==> config.mk <==
export PLATFORM = sky130hd
export DESIGN_NAME = radial_sector_select
export DESIGN_NICKNAME = d
export VERILOG_FILES = /design/src/rtl/rss_pkg.sv /design/src/rtl/radial_sector_select.sv
export SDC_FILE = /design/constraint.sdc
export NUM_CORES = 2
export LEC_CHECK = 0
export ABC_AREA = 1
export ABC_CLOCK_PERIOD_IN_PS = 18600
export BUFFER_PORTS_ARGS = -buffer_cell sky130_fd_sc_hd__buf_2
export CORE_ASPECT_RATIO = 0.6
export CORE_MARGIN = 3
export CORE_UTILIZATION = 45
export CTS_CLUSTER_DIAMETER = 100
export DETAILED_ROUTE_END_ITERATION = 8
export PLACE_DENSITY_LB_ADDON = 0.25
export SLEW_MARGIN = 20
export SYNTH_ARGS = -nofsm -noshare
export SYNTH_HDL_FRONTEND = slang
export SYNTH_SLANG_ARGS = --single-unit
==> constraint.sdc <==
create_clock -name clock -period 18.6 [get_ports clock]
set_input_delay 0.93 -clock clock [delete_from_list [all_inputs] [get_ports clock]]
set_output_delay 0.93 -clock clock [all_outputs]
set_load 0.02 [all_outputs]
==> src/rtl/rss_pkg.sv <==
`timescale 1ns / 1ps
// ----------------------------------------------------------------------------
// rss_pkg: shared types and constants of the radial sector select block
// Widths, direction table constants, register codes and pipeline words.
// ----------------------------------------------------------------------------
package rss_pkg;

   // coordinate and datapath widths
   localparam int COORD_BITS = 12;
   localparam int DIFF_W     = COORD_BITS + 1;       // signed offset
   localparam int SQ_W       = 2 * COORD_BITS;       // one squared offset
   localparam int DIST_W     = SQ_W + 1;             // squared distance
   localparam int LEN_W      = COORD_BITS + 1;       // octagonal length
   localparam int HYST_W     = LEN_W + 8;            // length times factor
   localparam int PROD_W     = COORD_BITS + 11;      // offset times Q10 value
   localparam int DOT_W      = PROD_W + 1;           // sum of two products
   localparam int DIFF2_W    = DOT_W + 1;            // score difference
   localparam int RAD_W      = 8;
   localparam int RAD_SQ_W   = 2 * RAD_W;
   localparam int CNT_W      = 4;
   localparam int LANES      = 8;
   localparam int LANE_W     = 3;

   // Q10 direction components (1024 and 512 are shifts)
   localparam logic signed [10:0] K724 = 11'sd724;
   localparam logic signed [10:0] K887 = 11'sd887;
   localparam logic [7:0]         HYST_FACTOR = 8'd140;
   localparam int                 SHIFT_ONE  = 10;
   localparam int                 SHIFT_HALF = 9;

   // register port
   localparam int CSR_W     = COORD_BITS;
   localparam int CSR_IDX_W = 3;

   typedef enum logic [CSR_IDX_W-1:0] {
      CSR_CENTER_X     = 3'd0,
      CSR_CENTER_Y     = 3'd1,
      CSR_DEAD_RADIUS  = 3'd2,
      CSR_COMMIT_LIMIT = 3'd3,
      CSR_SECTOR_COUNT = 3'd4
   } csr_index_type;

   localparam logic [COORD_BITS-1:0] CENTER_RESET = '0;
   localparam logic [RAD_W-1:0]      DEAD_RESET   = 8'd24;
   localparam logic [RAD_W-1:0]      COMMIT_RESET = 8'd68;
   localparam logic [CNT_W-1:0]      COUNT_RESET  = 4'd8;
   localparam logic [CNT_W-1:0]      COUNT_FOUR   = 4'd4;
   localparam logic [CNT_W-1:0]      COUNT_SIX    = 4'd6;
   localparam logic [CNT_W-1:0]      COUNT_MAX    = 4'd8;
   localparam logic [CNT_W-1:0]      COUNT_MIN    = 4'd1;

   localparam logic signed [3:0] SECTOR_NONE = -4'sd1;

   // direction table in use
   typedef enum logic [1:0] {
      DIR_FOUR,
      DIR_SIX,
      DIR_EIGHT
   } dir_set_type;

   typedef struct packed {
      logic [COORD_BITS-1:0] center_x;
      logic [COORD_BITS-1:0] center_y;
      logic [RAD_W-1:0]      dead_radius;
      logic [RAD_W-1:0]      commit_limit;
      logic [CNT_W-1:0]      sector_count;
   } cfg_type;

   // stage 1: offsets
   typedef struct packed {
      logic signed [DIFF_W-1:0] dx;
      logic signed [DIFF_W-1:0] dy;
      logic signed [3:0]        prior;
   } st1_type;

   // stage 2: products and length
   typedef struct packed {
      logic [SQ_W-1:0]          sq_x;
      logic [SQ_W-1:0]          sq_y;
      logic signed [PROD_W-1:0] px724;
      logic signed [PROD_W-1:0] px887;
      logic signed [PROD_W-1:0] py724;
      logic signed [DIFF_W-1:0] dx;
      logic signed [DIFF_W-1:0] dy;
      logic [LEN_W-1:0]         len;
      logic signed [3:0]        prior;
   } st2_type;

   // stage 3: distance, lane scores, hysteresis margin
   typedef struct packed {
      logic [DIST_W-1:0]                  dist2;
      logic [LANES-1:0][DOT_W-1:0]        score;
      logic [HYST_W-1:0]                  hyst;
      logic signed [3:0]                  prior;
   } st3_type;

   // one candidate of the max search
   typedef struct packed {
      logic                    ok;
      logic [LANE_W-1:0]       idx;
      logic signed [DOT_W-1:0] score;
   } cand_type;

   // word carried beside the max search
   typedef struct packed {
      logic                    dead;
      logic                    commit;
      logic                    prior_ok;
      logic [LANE_W-1:0]       prior_idx;
      logic signed [DOT_W-1:0] prior_score;
      logic [HYST_W-1:0]       hyst;
   } tail_type;

   // larger score wins, lower index on a tie
   function automatic cand_type pick(input cand_type a, input cand_type b);
      cand_type r;
      if (!b.ok || (a.ok && (a.score >= b.score))) begin
         r = a;
      end else begin
         r = b;
      end
      return r;
   endfunction

endpackage

==> src/rtl/radial_sector_select.sv <==
`timescale 1ns / 1ps
// ----------------------------------------------------------------------------
// radial_sector_select: touch direction sector quantizer with hysteresis
// Picks the direction sector of a touch around a menu center, with a dead
// zone, a commit radius and hysteresis against the previous sector.
// ----------------------------------------------------------------------------
//
//   channel   ports                                   handshake
//   -------   -------------------------------------   ------------------------
//   request   req_touch_x, req_touch_y,               start high, busy low
//             req_prior_sector
//   response  rsp_sector, rsp_committed               rsp_valid, one cycle
//   csr       csr_index, csr_wdata                    csr_we, no wait
//
// One word enters per cycle; each result passes through the seven register
// stages (offset, products, scores, pair select, quad select, final select,
// hysteresis/output) before it is on the response ports.
// busy is always low: the response side has no stall, so nothing holds up.
// Reset is synchronous; it clears the stage valid bits and sets the configuration registers to their reset values.
//
module radial_sector_select (
   input  logic                            clock,
   input  logic                            reset,
   input  logic                            start,
   output logic                            busy,
   input  logic [rss_pkg::COORD_BITS-1:0]  req_touch_x,
   input  logic [rss_pkg::COORD_BITS-1:0]  req_touch_y,
   input  logic signed [3:0]               req_prior_sector,
   output logic                            rsp_valid,
   output logic signed [3:0]               rsp_sector,
   output logic                            rsp_committed,
   input  logic                            csr_we,
   input  logic [rss_pkg::CSR_IDX_W-1:0]   csr_index,
   input  logic [rss_pkg::CSR_W-1:0]       csr_wdata
);

   rss_pkg::cfg_type                 cfg_ff;
   logic [rss_pkg::RAD_SQ_W-1:0]     dead_sq_ff;
   logic [rss_pkg::RAD_SQ_W-1:0]     commit_sq_ff;
   logic [rss_pkg::CNT_W-1:0]        count_eff;
   rss_pkg::dir_set_type             dir_set;

   logic                             accept;
   logic                             s1_vld_ff, s2_vld_ff, s3_vld_ff;
   logic                             s4_vld_ff, s5_vld_ff, s6_vld_ff;
   rss_pkg::st1_type                 st1_in, st1_ff;
   rss_pkg::st2_type                 st2_in, st2_ff;
   rss_pkg::st3_type                 st3_in, st3_ff;
   rss_pkg::cand_type [3:0]          pair_in, pair_ff;
   rss_pkg::cand_type [1:0]          quad_in, quad_ff;
   rss_pkg::cand_type                best_in, best_ff;
   rss_pkg::tail_type                tail4_in, tail4_ff, tail5_ff, tail6_ff;
   logic signed [3:0]                sector_in, sector_ff;
   logic                             committed_in, committed_ff;
   logic                             rsp_valid_ff;

   assign busy   = 1'b0;
   assign accept = start && !busy;

   // configuration registers
   always_ff @(posedge clock) begin
      if (reset) begin
         cfg_ff.center_x     <= rss_pkg::CENTER_RESET;
         cfg_ff.center_y     <= rss_pkg::CENTER_RESET;
         cfg_ff.dead_radius  <= rss_pkg::DEAD_RESET;
         cfg_ff.commit_limit <= rss_pkg::COMMIT_RESET;
         cfg_ff.sector_count <= rss_pkg::COUNT_RESET;
      end else if (csr_we) begin
         unique case (rss_pkg::csr_index_type'(csr_index))
            rss_pkg::CSR_CENTER_X:     cfg_ff.center_x     <= csr_wdata;
            rss_pkg::CSR_CENTER_Y:     cfg_ff.center_y     <= csr_wdata;
            rss_pkg::CSR_DEAD_RADIUS:  cfg_ff.dead_radius  <= csr_wdata[rss_pkg::RAD_W-1:0];
            rss_pkg::CSR_COMMIT_LIMIT: cfg_ff.commit_limit <= csr_wdata[rss_pkg::RAD_W-1:0];
            rss_pkg::CSR_SECTOR_COUNT: cfg_ff.sector_count <= csr_wdata[rss_pkg::CNT_W-1:0];
            default: ;
         endcase
      end
   end

   // squared radii, refreshed every cycle from the registers
   always_ff @(posedge clock) begin
      dead_sq_ff   <= cfg_ff.dead_radius * cfg_ff.dead_radius;
      commit_sq_ff <= cfg_ff.commit_limit * cfg_ff.commit_limit;
   end

   // effective count and direction table
   always_comb begin
      if (cfg_ff.sector_count == '0) begin
         count_eff = rss_pkg::COUNT_MIN;
      end else if (cfg_ff.sector_count > rss_pkg::COUNT_MAX) begin
         count_eff = rss_pkg::COUNT_MAX;
      end else begin
         count_eff = cfg_ff.sector_count;
      end
      if (count_eff == rss_pkg::COUNT_FOUR) begin
         dir_set = rss_pkg::DIR_FOUR;
      end else if (count_eff == rss_pkg::COUNT_SIX) begin
         dir_set = rss_pkg::DIR_SIX;
      end else begin
         dir_set = rss_pkg::DIR_EIGHT;
      end
   end

   // valid chain
   always_ff @(posedge clock) begin
      if (reset) begin
         s1_vld_ff    <= 1'b0;
         s2_vld_ff    <= 1'b0;
         s3_vld_ff    <= 1'b0;
         s4_vld_ff    <= 1'b0;
         s5_vld_ff    <= 1'b0;
         s6_vld_ff    <= 1'b0;
         rsp_valid_ff <= 1'b0;
      end else begin
         s1_vld_ff    <= accept;
         s2_vld_ff    <= s1_vld_ff;
         s3_vld_ff    <= s2_vld_ff;
         s4_vld_ff    <= s3_vld_ff;
         s5_vld_ff    <= s4_vld_ff;
         s6_vld_ff    <= s5_vld_ff;
         rsp_valid_ff <= s6_vld_ff;
      end
   end

   // stage 1: offset from center
   always_comb begin
      st1_in.dx    = $signed({1'b0, req_touch_x}) - $signed({1'b0, cfg_ff.center_x});
      st1_in.dy    = $signed({1'b0, req_touch_y}) - $signed({1'b0, cfg_ff.center_y});
      st1_in.prior = req_prior_sector;
   end

   // stage 2: squares, scaled offsets, octagonal length
   always_comb begin
      logic [rss_pkg::COORD_BITS-1:0] ax;
      logic [rss_pkg::COORD_BITS-1:0] ay;
      logic [rss_pkg::COORD_BITS-1:0] big;
      logic [rss_pkg::COORD_BITS-1:0] sml;
      ax = rss_pkg::COORD_BITS'(st1_ff.dx[rss_pkg::DIFF_W-1] ? -st1_ff.dx : st1_ff.dx);
      ay = rss_pkg::COORD_BITS'(st1_ff.dy[rss_pkg::DIFF_W-1] ? -st1_ff.dy : st1_ff.dy);
      big = (ax > ay) ? ax : ay;
      sml = (ax > ay) ? ay : ax;
      st2_in.sq_x  = rss_pkg::SQ_W'(st1_ff.dx * st1_ff.dx);
      st2_in.sq_y  = rss_pkg::SQ_W'(st1_ff.dy * st1_ff.dy);
      st2_in.px724 = rss_pkg::PROD_W'(st1_ff.dx * rss_pkg::K724);
      st2_in.px887 = rss_pkg::PROD_W'(st1_ff.dx * rss_pkg::K887);
      st2_in.py724 = rss_pkg::PROD_W'(st1_ff.dy * rss_pkg::K724);
      st2_in.dx    = st1_ff.dx;
      st2_in.dy    = st1_ff.dy;
      st2_in.len   = rss_pkg::LEN_W'(big) + rss_pkg::LEN_W'(sml >> 1);
      st2_in.prior = st1_ff.prior;
   end

   // stage 3: distance, lane dot products, hysteresis margin
   always_comb begin
      logic signed [rss_pkg::DOT_W-1:0] x1k;
      logic signed [rss_pkg::DOT_W-1:0] y1k;
      logic signed [rss_pkg::DOT_W-1:0] y512;
      logic signed [rss_pkg::DOT_W-1:0] x724;
      logic signed [rss_pkg::DOT_W-1:0] y724;
      logic signed [rss_pkg::DOT_W-1:0] x887;
      x1k  = rss_pkg::DOT_W'(st2_ff.dx) <<< rss_pkg::SHIFT_ONE;
      y1k  = rss_pkg::DOT_W'(st2_ff.dy) <<< rss_pkg::SHIFT_ONE;
      y512 = rss_pkg::DOT_W'(st2_ff.dy) <<< rss_pkg::SHIFT_HALF;
      x724 = rss_pkg::DOT_W'(st2_ff.px724);
      y724 = rss_pkg::DOT_W'(st2_ff.py724);
      x887 = rss_pkg::DOT_W'(st2_ff.px887);
      st3_in.dist2 = rss_pkg::DIST_W'(st2_ff.sq_x) + rss_pkg::DIST_W'(st2_ff.sq_y);
      st3_in.hyst  = rss_pkg::HYST_W'(st2_ff.len * rss_pkg::HYST_FACTOR);
      st3_in.prior = st2_ff.prior;
      st3_in.score = '0;
      unique case (dir_set)
         rss_pkg::DIR_FOUR: begin
            st3_in.score[0] = -y1k;
            st3_in.score[1] = x1k;
            st3_in.score[2] = y1k;
            st3_in.score[3] = -x1k;
         end
         rss_pkg::DIR_SIX: begin
            st3_in.score[0] = -y1k;
            st3_in.score[1] = x887 - y512;
            st3_in.score[2] = x887 + y512;
            st3_in.score[3] = y1k;
            st3_in.score[4] = y512 - x887;
            st3_in.score[5] = -x887 - y512;
         end
         default: begin
            st3_in.score[0] = -y1k;
            st3_in.score[1] = x724 - y724;
            st3_in.score[2] = x1k;
            st3_in.score[3] = x724 + y724;
            st3_in.score[4] = y1k;
            st3_in.score[5] = y724 - x724;
            st3_in.score[6] = -x1k;
            st3_in.score[7] = -x724 - y724;
         end
      endcase
   end

   // stage 4: radius compares, prior lookup, pairwise select
   always_comb begin
      rss_pkg::cand_type [rss_pkg::LANES-1:0] lane;
      for (int i = 0; i < rss_pkg::LANES; i++) begin
         lane[i].ok    = rss_pkg::CNT_W'(i) < count_eff;
         lane[i].idx   = rss_pkg::LANE_W'(i);
         lane[i].score = st3_ff.score[i];
      end
      for (int p = 0; p < 4; p++) begin
         pair_in[p] = rss_pkg::pick(lane[2*p], lane[2*p+1]);
      end
      tail4_in.dead        = st3_ff.dist2 <= rss_pkg::DIST_W'(dead_sq_ff);
      tail4_in.commit      = st3_ff.dist2 >= rss_pkg::DIST_W'(commit_sq_ff);
      tail4_in.prior_idx   = st3_ff.prior[rss_pkg::LANE_W-1:0];
      tail4_in.prior_ok    = !st3_ff.prior[3] &&
                             ({1'b0, st3_ff.prior[rss_pkg::LANE_W-1:0]} < count_eff);
      tail4_in.prior_score = st3_ff.score[st3_ff.prior[rss_pkg::LANE_W-1:0]];
      tail4_in.hyst        = st3_ff.hyst;
   end

   // stages 5 and 6: rest of the select tree
   always_comb begin
      quad_in[0] = rss_pkg::pick(pair_ff[0], pair_ff[1]);
      quad_in[1] = rss_pkg::pick(pair_ff[2], pair_ff[3]);
      best_in    = rss_pkg::pick(quad_ff[0], quad_ff[1]);
   end

   // stage 7: hysteresis against the prior sector, dead zone
   always_comb begin
      logic signed [rss_pkg::DIFF2_W-1:0] gain;
      logic signed [rss_pkg::DIFF2_W-1:0] margin;
      logic                               keep;
      gain   = rss_pkg::DIFF2_W'(best_ff.score) - rss_pkg::DIFF2_W'(tail6_ff.prior_score);
      margin = $signed({{(rss_pkg::DIFF2_W-rss_pkg::HYST_W){1'b0}}, tail6_ff.hyst});
      keep   = tail6_ff.commit && tail6_ff.prior_ok &&
               (tail6_ff.prior_idx != best_ff.idx) && (gain < margin);
      if (tail6_ff.dead) begin
         sector_in    = rss_pkg::SECTOR_NONE;
         committed_in = 1'b0;
      end else begin
         sector_in    = $signed({1'b0, keep ? tail6_ff.prior_idx : best_ff.idx});
         committed_in = tail6_ff.commit;
      end
   end

   // datapath registers
   always_ff @(posedge clock) begin
      st1_ff       <= st1_in;
      st2_ff       <= st2_in;
      st3_ff       <= st3_in;
      pair_ff      <= pair_in;
      tail4_ff     <= tail4_in;
      quad_ff      <= quad_in;
      tail5_ff     <= tail4_ff;
      best_ff      <= best_in;
      tail6_ff     <= tail5_ff;
      sector_ff    <= sector_in;
      committed_ff <= committed_in;
   end

   assign rsp_valid     = rsp_valid_ff;
   assign rsp_sector    = sector_ff;
   assign rsp_committed = committed_ff;

   // every word that enters the first stage later comes out on rsp_valid
   a_latency: assert property (@(posedge clock) disable iff (reset)
      s1_vld_ff |-> ##6 rsp_valid)
      else $error("response missing after request");

   // a selected sector lies inside the active direction count
   a_sector_range: assert property (@(posedge clock) disable iff (reset)
      (rsp_valid && (rsp_sector != rss_pkg::SECTOR_NONE)) |->
      ({1'b0, rsp_sector[2:0]} < count_eff) && !rsp_sector[3])
      else $error("sector outside direction count");

   // dead zone results never commit
   a_dead_commit: assert property (@(posedge clock) disable iff (reset)
      (s6_vld_ff && tail6_ff.dead) |=> (rsp_valid && !rsp_committed &&
      (rsp_sector == rss_pkg::SECTOR_NONE)))
      else $error("dead zone word committed");

endmodule
---- After elaboration in Yosys (flattened, before gate mapping) ----
Cells that the tools add are included.
storage, ports and cells
  bits in registers ....................... 856
  input bits .............................. 47
  output and inout bits ................... 7
cells by class
  add/sub/neg operators ................... 19
  multipliers ............................. 8
  order comparisons ....................... 22
  equality and inequality tests ........... 8
  muxes and demuxes ....................... 21
  reduce and logical (&&, ||, !) cells .... 35
operator list
  cell                     count
  $pmux W96 S2             1
  $ge A24 B24 Y1           7
  $mux W28                 6
  $neg A23 Y24             4
  $pmux W48 S2             1
  $bmux W24 S3             1
  $mul A13 B13 Y24         2
  $mux W12                 4
  $sub A23 B23 Y24         2
  $mul A13 B9 Y21 const B  2
  $mul A8 B8 Y16           2
  $mux W27                 1
  $sub A12 B12 Y13         2
  $add A24 B24 Y25         1
  $ge A25 B16 Y1           1
  $le A25 B16 Y1           1
  $lt A25 B22 Y1           1
  $sub A24 B24 Y25         1
  $add A23 B22 Y24         1
  $add A23 B23 Y24         1
  $mux W24                 1
  $neg A12 Y12             2
  $sub A22 B23 Y24         1
  $sub A23 B22 Y24         1
  29 further kinds         66

---- Logic depth before layout (Yosys ltp) ----
  word-level depth ........................ 8
  gate-level depth with buffers ........... 32
  depth with buffers taken out ............ 30

---- Worst setup path after synthesis ----
Ideal clock, no wire load.
  path kind ............................... reg2reg
  start ................................... register st1_ff[29] in the netlist's numbering
  end ..................................... register st2_ff[159] in the netlist's numbering
  setup time .............................. 0.131 ns
  data arrival time ....................... 6.262 ns
  path slack .............................. 12.206 ns
  stages on the path, launching flop included .. 22
  path buffers ............................ 3
  clock period less this slack ............ 6.394 ns
  cells stage by stage .................... dfxtp_1 > clkbuf_1 > buf_1 > clkbuf_1 > nand2_1 > inv_1 > fa_1 > inv_1 > fa_1 > fa_1 > inv_1 > fa_1 > inv_1 > fa_1 > inv_1 > ha_1 > ha_1 > nand2_1 > nor3_1 > nand2_1 > o311ai_0 > xnor2_1
RTL lines
  item                    RTL line                     source
  start, declared         radial_sector_select.sv:46   rss_pkg::st1_type st1_in, st1_ff;
  start signal, assigned  radial_sector_select.sv:246  st1_ff <= st1_in;
  end signal, assigned    radial_sector_select.sv:247  st2_ff <= st2_in;
  end, declared           radial_sector_select.sv:47   rss_pkg::st2_type st2_in, st2_ff;

==> summary.txt <==
CTS
  • Cts bufs inserted: 81
  • Latest clock arrival within the worst-skew pair: 710 ps
  • Clock buffer depth: 3
  • H-tree levels: 3
  • CTS sink cnt: 803
  • Setup Buffers After CTS: 0
  • Clock slew at reported path FFs: 70 ps
  • Post-CTS sizing: 0
  • CTS tree: yes
  • CTS Hold Buffers Added: 0
  • Root buffer cell: clkbuf_16

GRT
  • Initial antenna violation count: 21
  • Met2 GRT Util: 34.23%
  • GR Layer Usage met3: 12.05%
  • GRT Util Overall: 29.38%
  • Grt ovf: 0
  • First-pass GRT wire length: 307.8 mm
  • Gr busiest metal: met1
  • M1 GR Usage: 48.79%
  • Vias in the first global route: 47.51k
  • Largest net degree at the start of global routing: 82

Timing
  • Setup TNS: 0 ps
  • Normalized max-slew margin: -0.9970%
  • Fin. Hold Viols: 0
  • Fin. max-slew vios: 1
  • Final period util: 36.90%
  • Final Critical Period: 6863 ps
  • RSZ-0062 raised after global routing: no
  • Worst-Margin Slew: 1499 ps
  • Final setup margin: 11740 ps
  • Clock Skews: 48.31 ps
  • Final setup vio count: 0
  • Peak Freq: 145.7 MHz

Detailed routing
  • Total wire length: 208.6 mm
  • Vias per inst: 5.362
  • DR iter-0 viols: 5425
  • Routed Antenna Nets: 0
  • Drt pass-1 iters: 8
  • Wirelength per Cell: 22.40 um
  • Vias: 49.93k
  • Post-route DRC: 0

Logic synthesis
  • Post-synth EDFFs: 0
  • Mapped Cells: 7422
  • Avg Cell Area, Syn: 8.266 um^2
  • Synthesized area: 0.06135 mm^2
  • Register area share after synthesis: 26.20%
  • Synth Warn #: 0
  • Ys async rst share: 0%
  • FF+latch count, synth: 803
  • Post-synthesis cell type count: 63
  • Main synth FF type: dfxtp_1

Place
  • Post-placement setup slack: 11940 ps
  • Placer Congestion: 1.014
  • Detailed-placement wirelength estimate: 176.0 mm
  • Port Buffers: 52
  • Placed instance area: 0.06350 mm^2
  • DP Cell Count: 9155

Floorplanning
  • Core Region: 0.1347 mm^2
  • Initial Util: 45.55%
  • Die Ht: 292.0 um
  • Chip Width: 482.7 um
  • Total Die Area: 0.1409 mm^2
  • Io pins: 54
  • Row count: 104

Status
  • Failing checks: capacitance limit, slew limit
  • Status: complete, but fails checks

Cells and area
  • Final net count: 8857
  • Final instance count without filler cells: 9312
  • Design area: 0.06646 mm^2
  • Share of layout cells above drive strength 1: 4.412%
  • Multi-input logic area: 0.03911 mm^2
  • Fillers: 12.97k
  • Area Overhead vs Synth: 8.337%
  • Register Area: 0.01608 mm^2

Critical path
  • Critical path type: flop to flop
  • Crit. End Element: flop
  • CP Max Fanout: 49
  • CP arrival: 7420 ps
  • Worst path required time: 19160 ps
  • CP Launch Type: flop

Min path
  • Hold/Removal Path Class: flop to flop

Flow run
  • Max cap viols: 1
==> logic make-up after synthesis <==
kind of cell / share of synthesized area (%)
simple gates: 12.63
other cells: 0.01224
compound gates: 12.83
flops: 26.20
xor+xnor: 4.426
buf+inv: 10.10
mux: 0.01835
fa+ha+maj: 33.77
==> metal layers <==
layer / part of all wire, % / up-vias
met5: 0.088 / -
met4: 1.0 / 10
met3: 14 / 145
met2: 33 / 2004
met1: 52 / 24048
li1: - / 23727
==> final timing paths <==
path,startpoint,to,slack (ps),cells after the start
hold reg to reg,tail4_ff[38]$_DFF_P_,tail5_ff[38]$_DFF_P_,300,0
setup reg to reg,st1_ff[29]$_DFF_P_,st2_ff[16]$_DFF_P_,11740,25
hold / removal,tail4_ff[38]$_DFF_P_,tail5_ff[38]$_DFF_P_,300,0
setup / recovery,st1_ff[29]$_DFF_P_,st2_ff[16]$_DFF_P_,11740,25
==> per-stage QoR <==
stage               utilization [%]  hold slack, ps
finish                        49.35           301.9
global route                  49.34           294.7
CTS                           49.33           279.7
detailed placement            47.15           312.1
global placement              47.15           311.6
floorplan                         -           309.6
==> critical path, cell delays in order, from the launching register on <==
cell      delay [ps]
dfxtp_2          310
buf_4            560
inv_1            640
o21ai_0          440
nor2_1            90
xor2_1           610
ha_1             360
nand2_1           80
inv_1             50
nand3_1          100
inv_1             70
a221o_1          340
nand2_1          520
inv_1            450
nand2_1          130
o21ai_0          190
fa_1             490
nand3_1          100
nand3_1          110
a21o_1           180
a21oi_1          190
o21ai_0          180
a21oi_1          160
o21bai_1         100
a21oi_1          150
nor2_1            50
==> synth_stat cells (all sizes together), types with 39 or more instances <==
cell type  instances  area [um^2]
nor3              47        235.2
nand3            192        970.9
buf               45        276.5
a31oi             39        244.0
o21ai            567         2917
nand4             50        312.8
o211ai            41        307.8
xnor2             92        805.8
xor2             218         1909
inv             1441         5409
nor2             411         1550
dfxtp            803        16080
a21oi            586         2940
clkbuf           128        484.2
fa               470         9409
ha               904        11310
nand2           1129         4243
==> placed cells by master, fill, tap and decap left out, types with 22 or more instances in the layout <==
master | netlist | final
a31oi_1 | 39 | 39
or2_2 | 29 | 29
fa_1 | 470 | 470
inv_1 | 1435 | 1435
buf_2 | 26 | 52
xor2_1 | 218 | 218
nand3_1 | 190 | 190
a21oi_1 | 584 | 584
nor4_1 | 22 | 22
dfxtp_1 | 803 | 800
xnor2_1 | 92 | 91
clkbuf_16 | 0 | 82
nor2_1 | 408 | 408
o21ai_0 | 520 | 517
o221ai_1 | 25 | 25
o21ai_1 | 26 | 29
o21a_1 | 23 | 23
nand2_1 | 1127 | 1126
ha_1 | 904 | 904
nor3_1 | 47 | 46
buf_4 | 6 | 50
o21bai_1 | 25 | 25
o211ai_1 | 41 | 41
a21o_1 | 29 | 29
nand4_1 | 50 | 50
==> flip-flops by register name (all words and copies together) (netlist names), 4 cells and up <==
signal,cells
commit_sq_ff,15
st3_ff,210
dead_sq_ff,15
best_ff,27
tail5_ff,49
pair_ff,102
tail4_ff,49
tail6_ff,49
quad_ff,54
st2_ff,147
cfg_ff,44
rsp_sector,4
st1_ff,30
==> layout make-up <==
class	count	area share, %
inverter	1448	8.178
multi-input combinational	5000	58.84
clock buffer	102	3.411
sequential	803	24.20
clock inverter	48	1.003
tap	1802	3.392
timing repair buffer	102	0.9563
antenna	7	0.02636
Power is left out: the tool's default activity adds up to more than one toggle a clock period on the data nets, which glitch-free logic cannot reach.
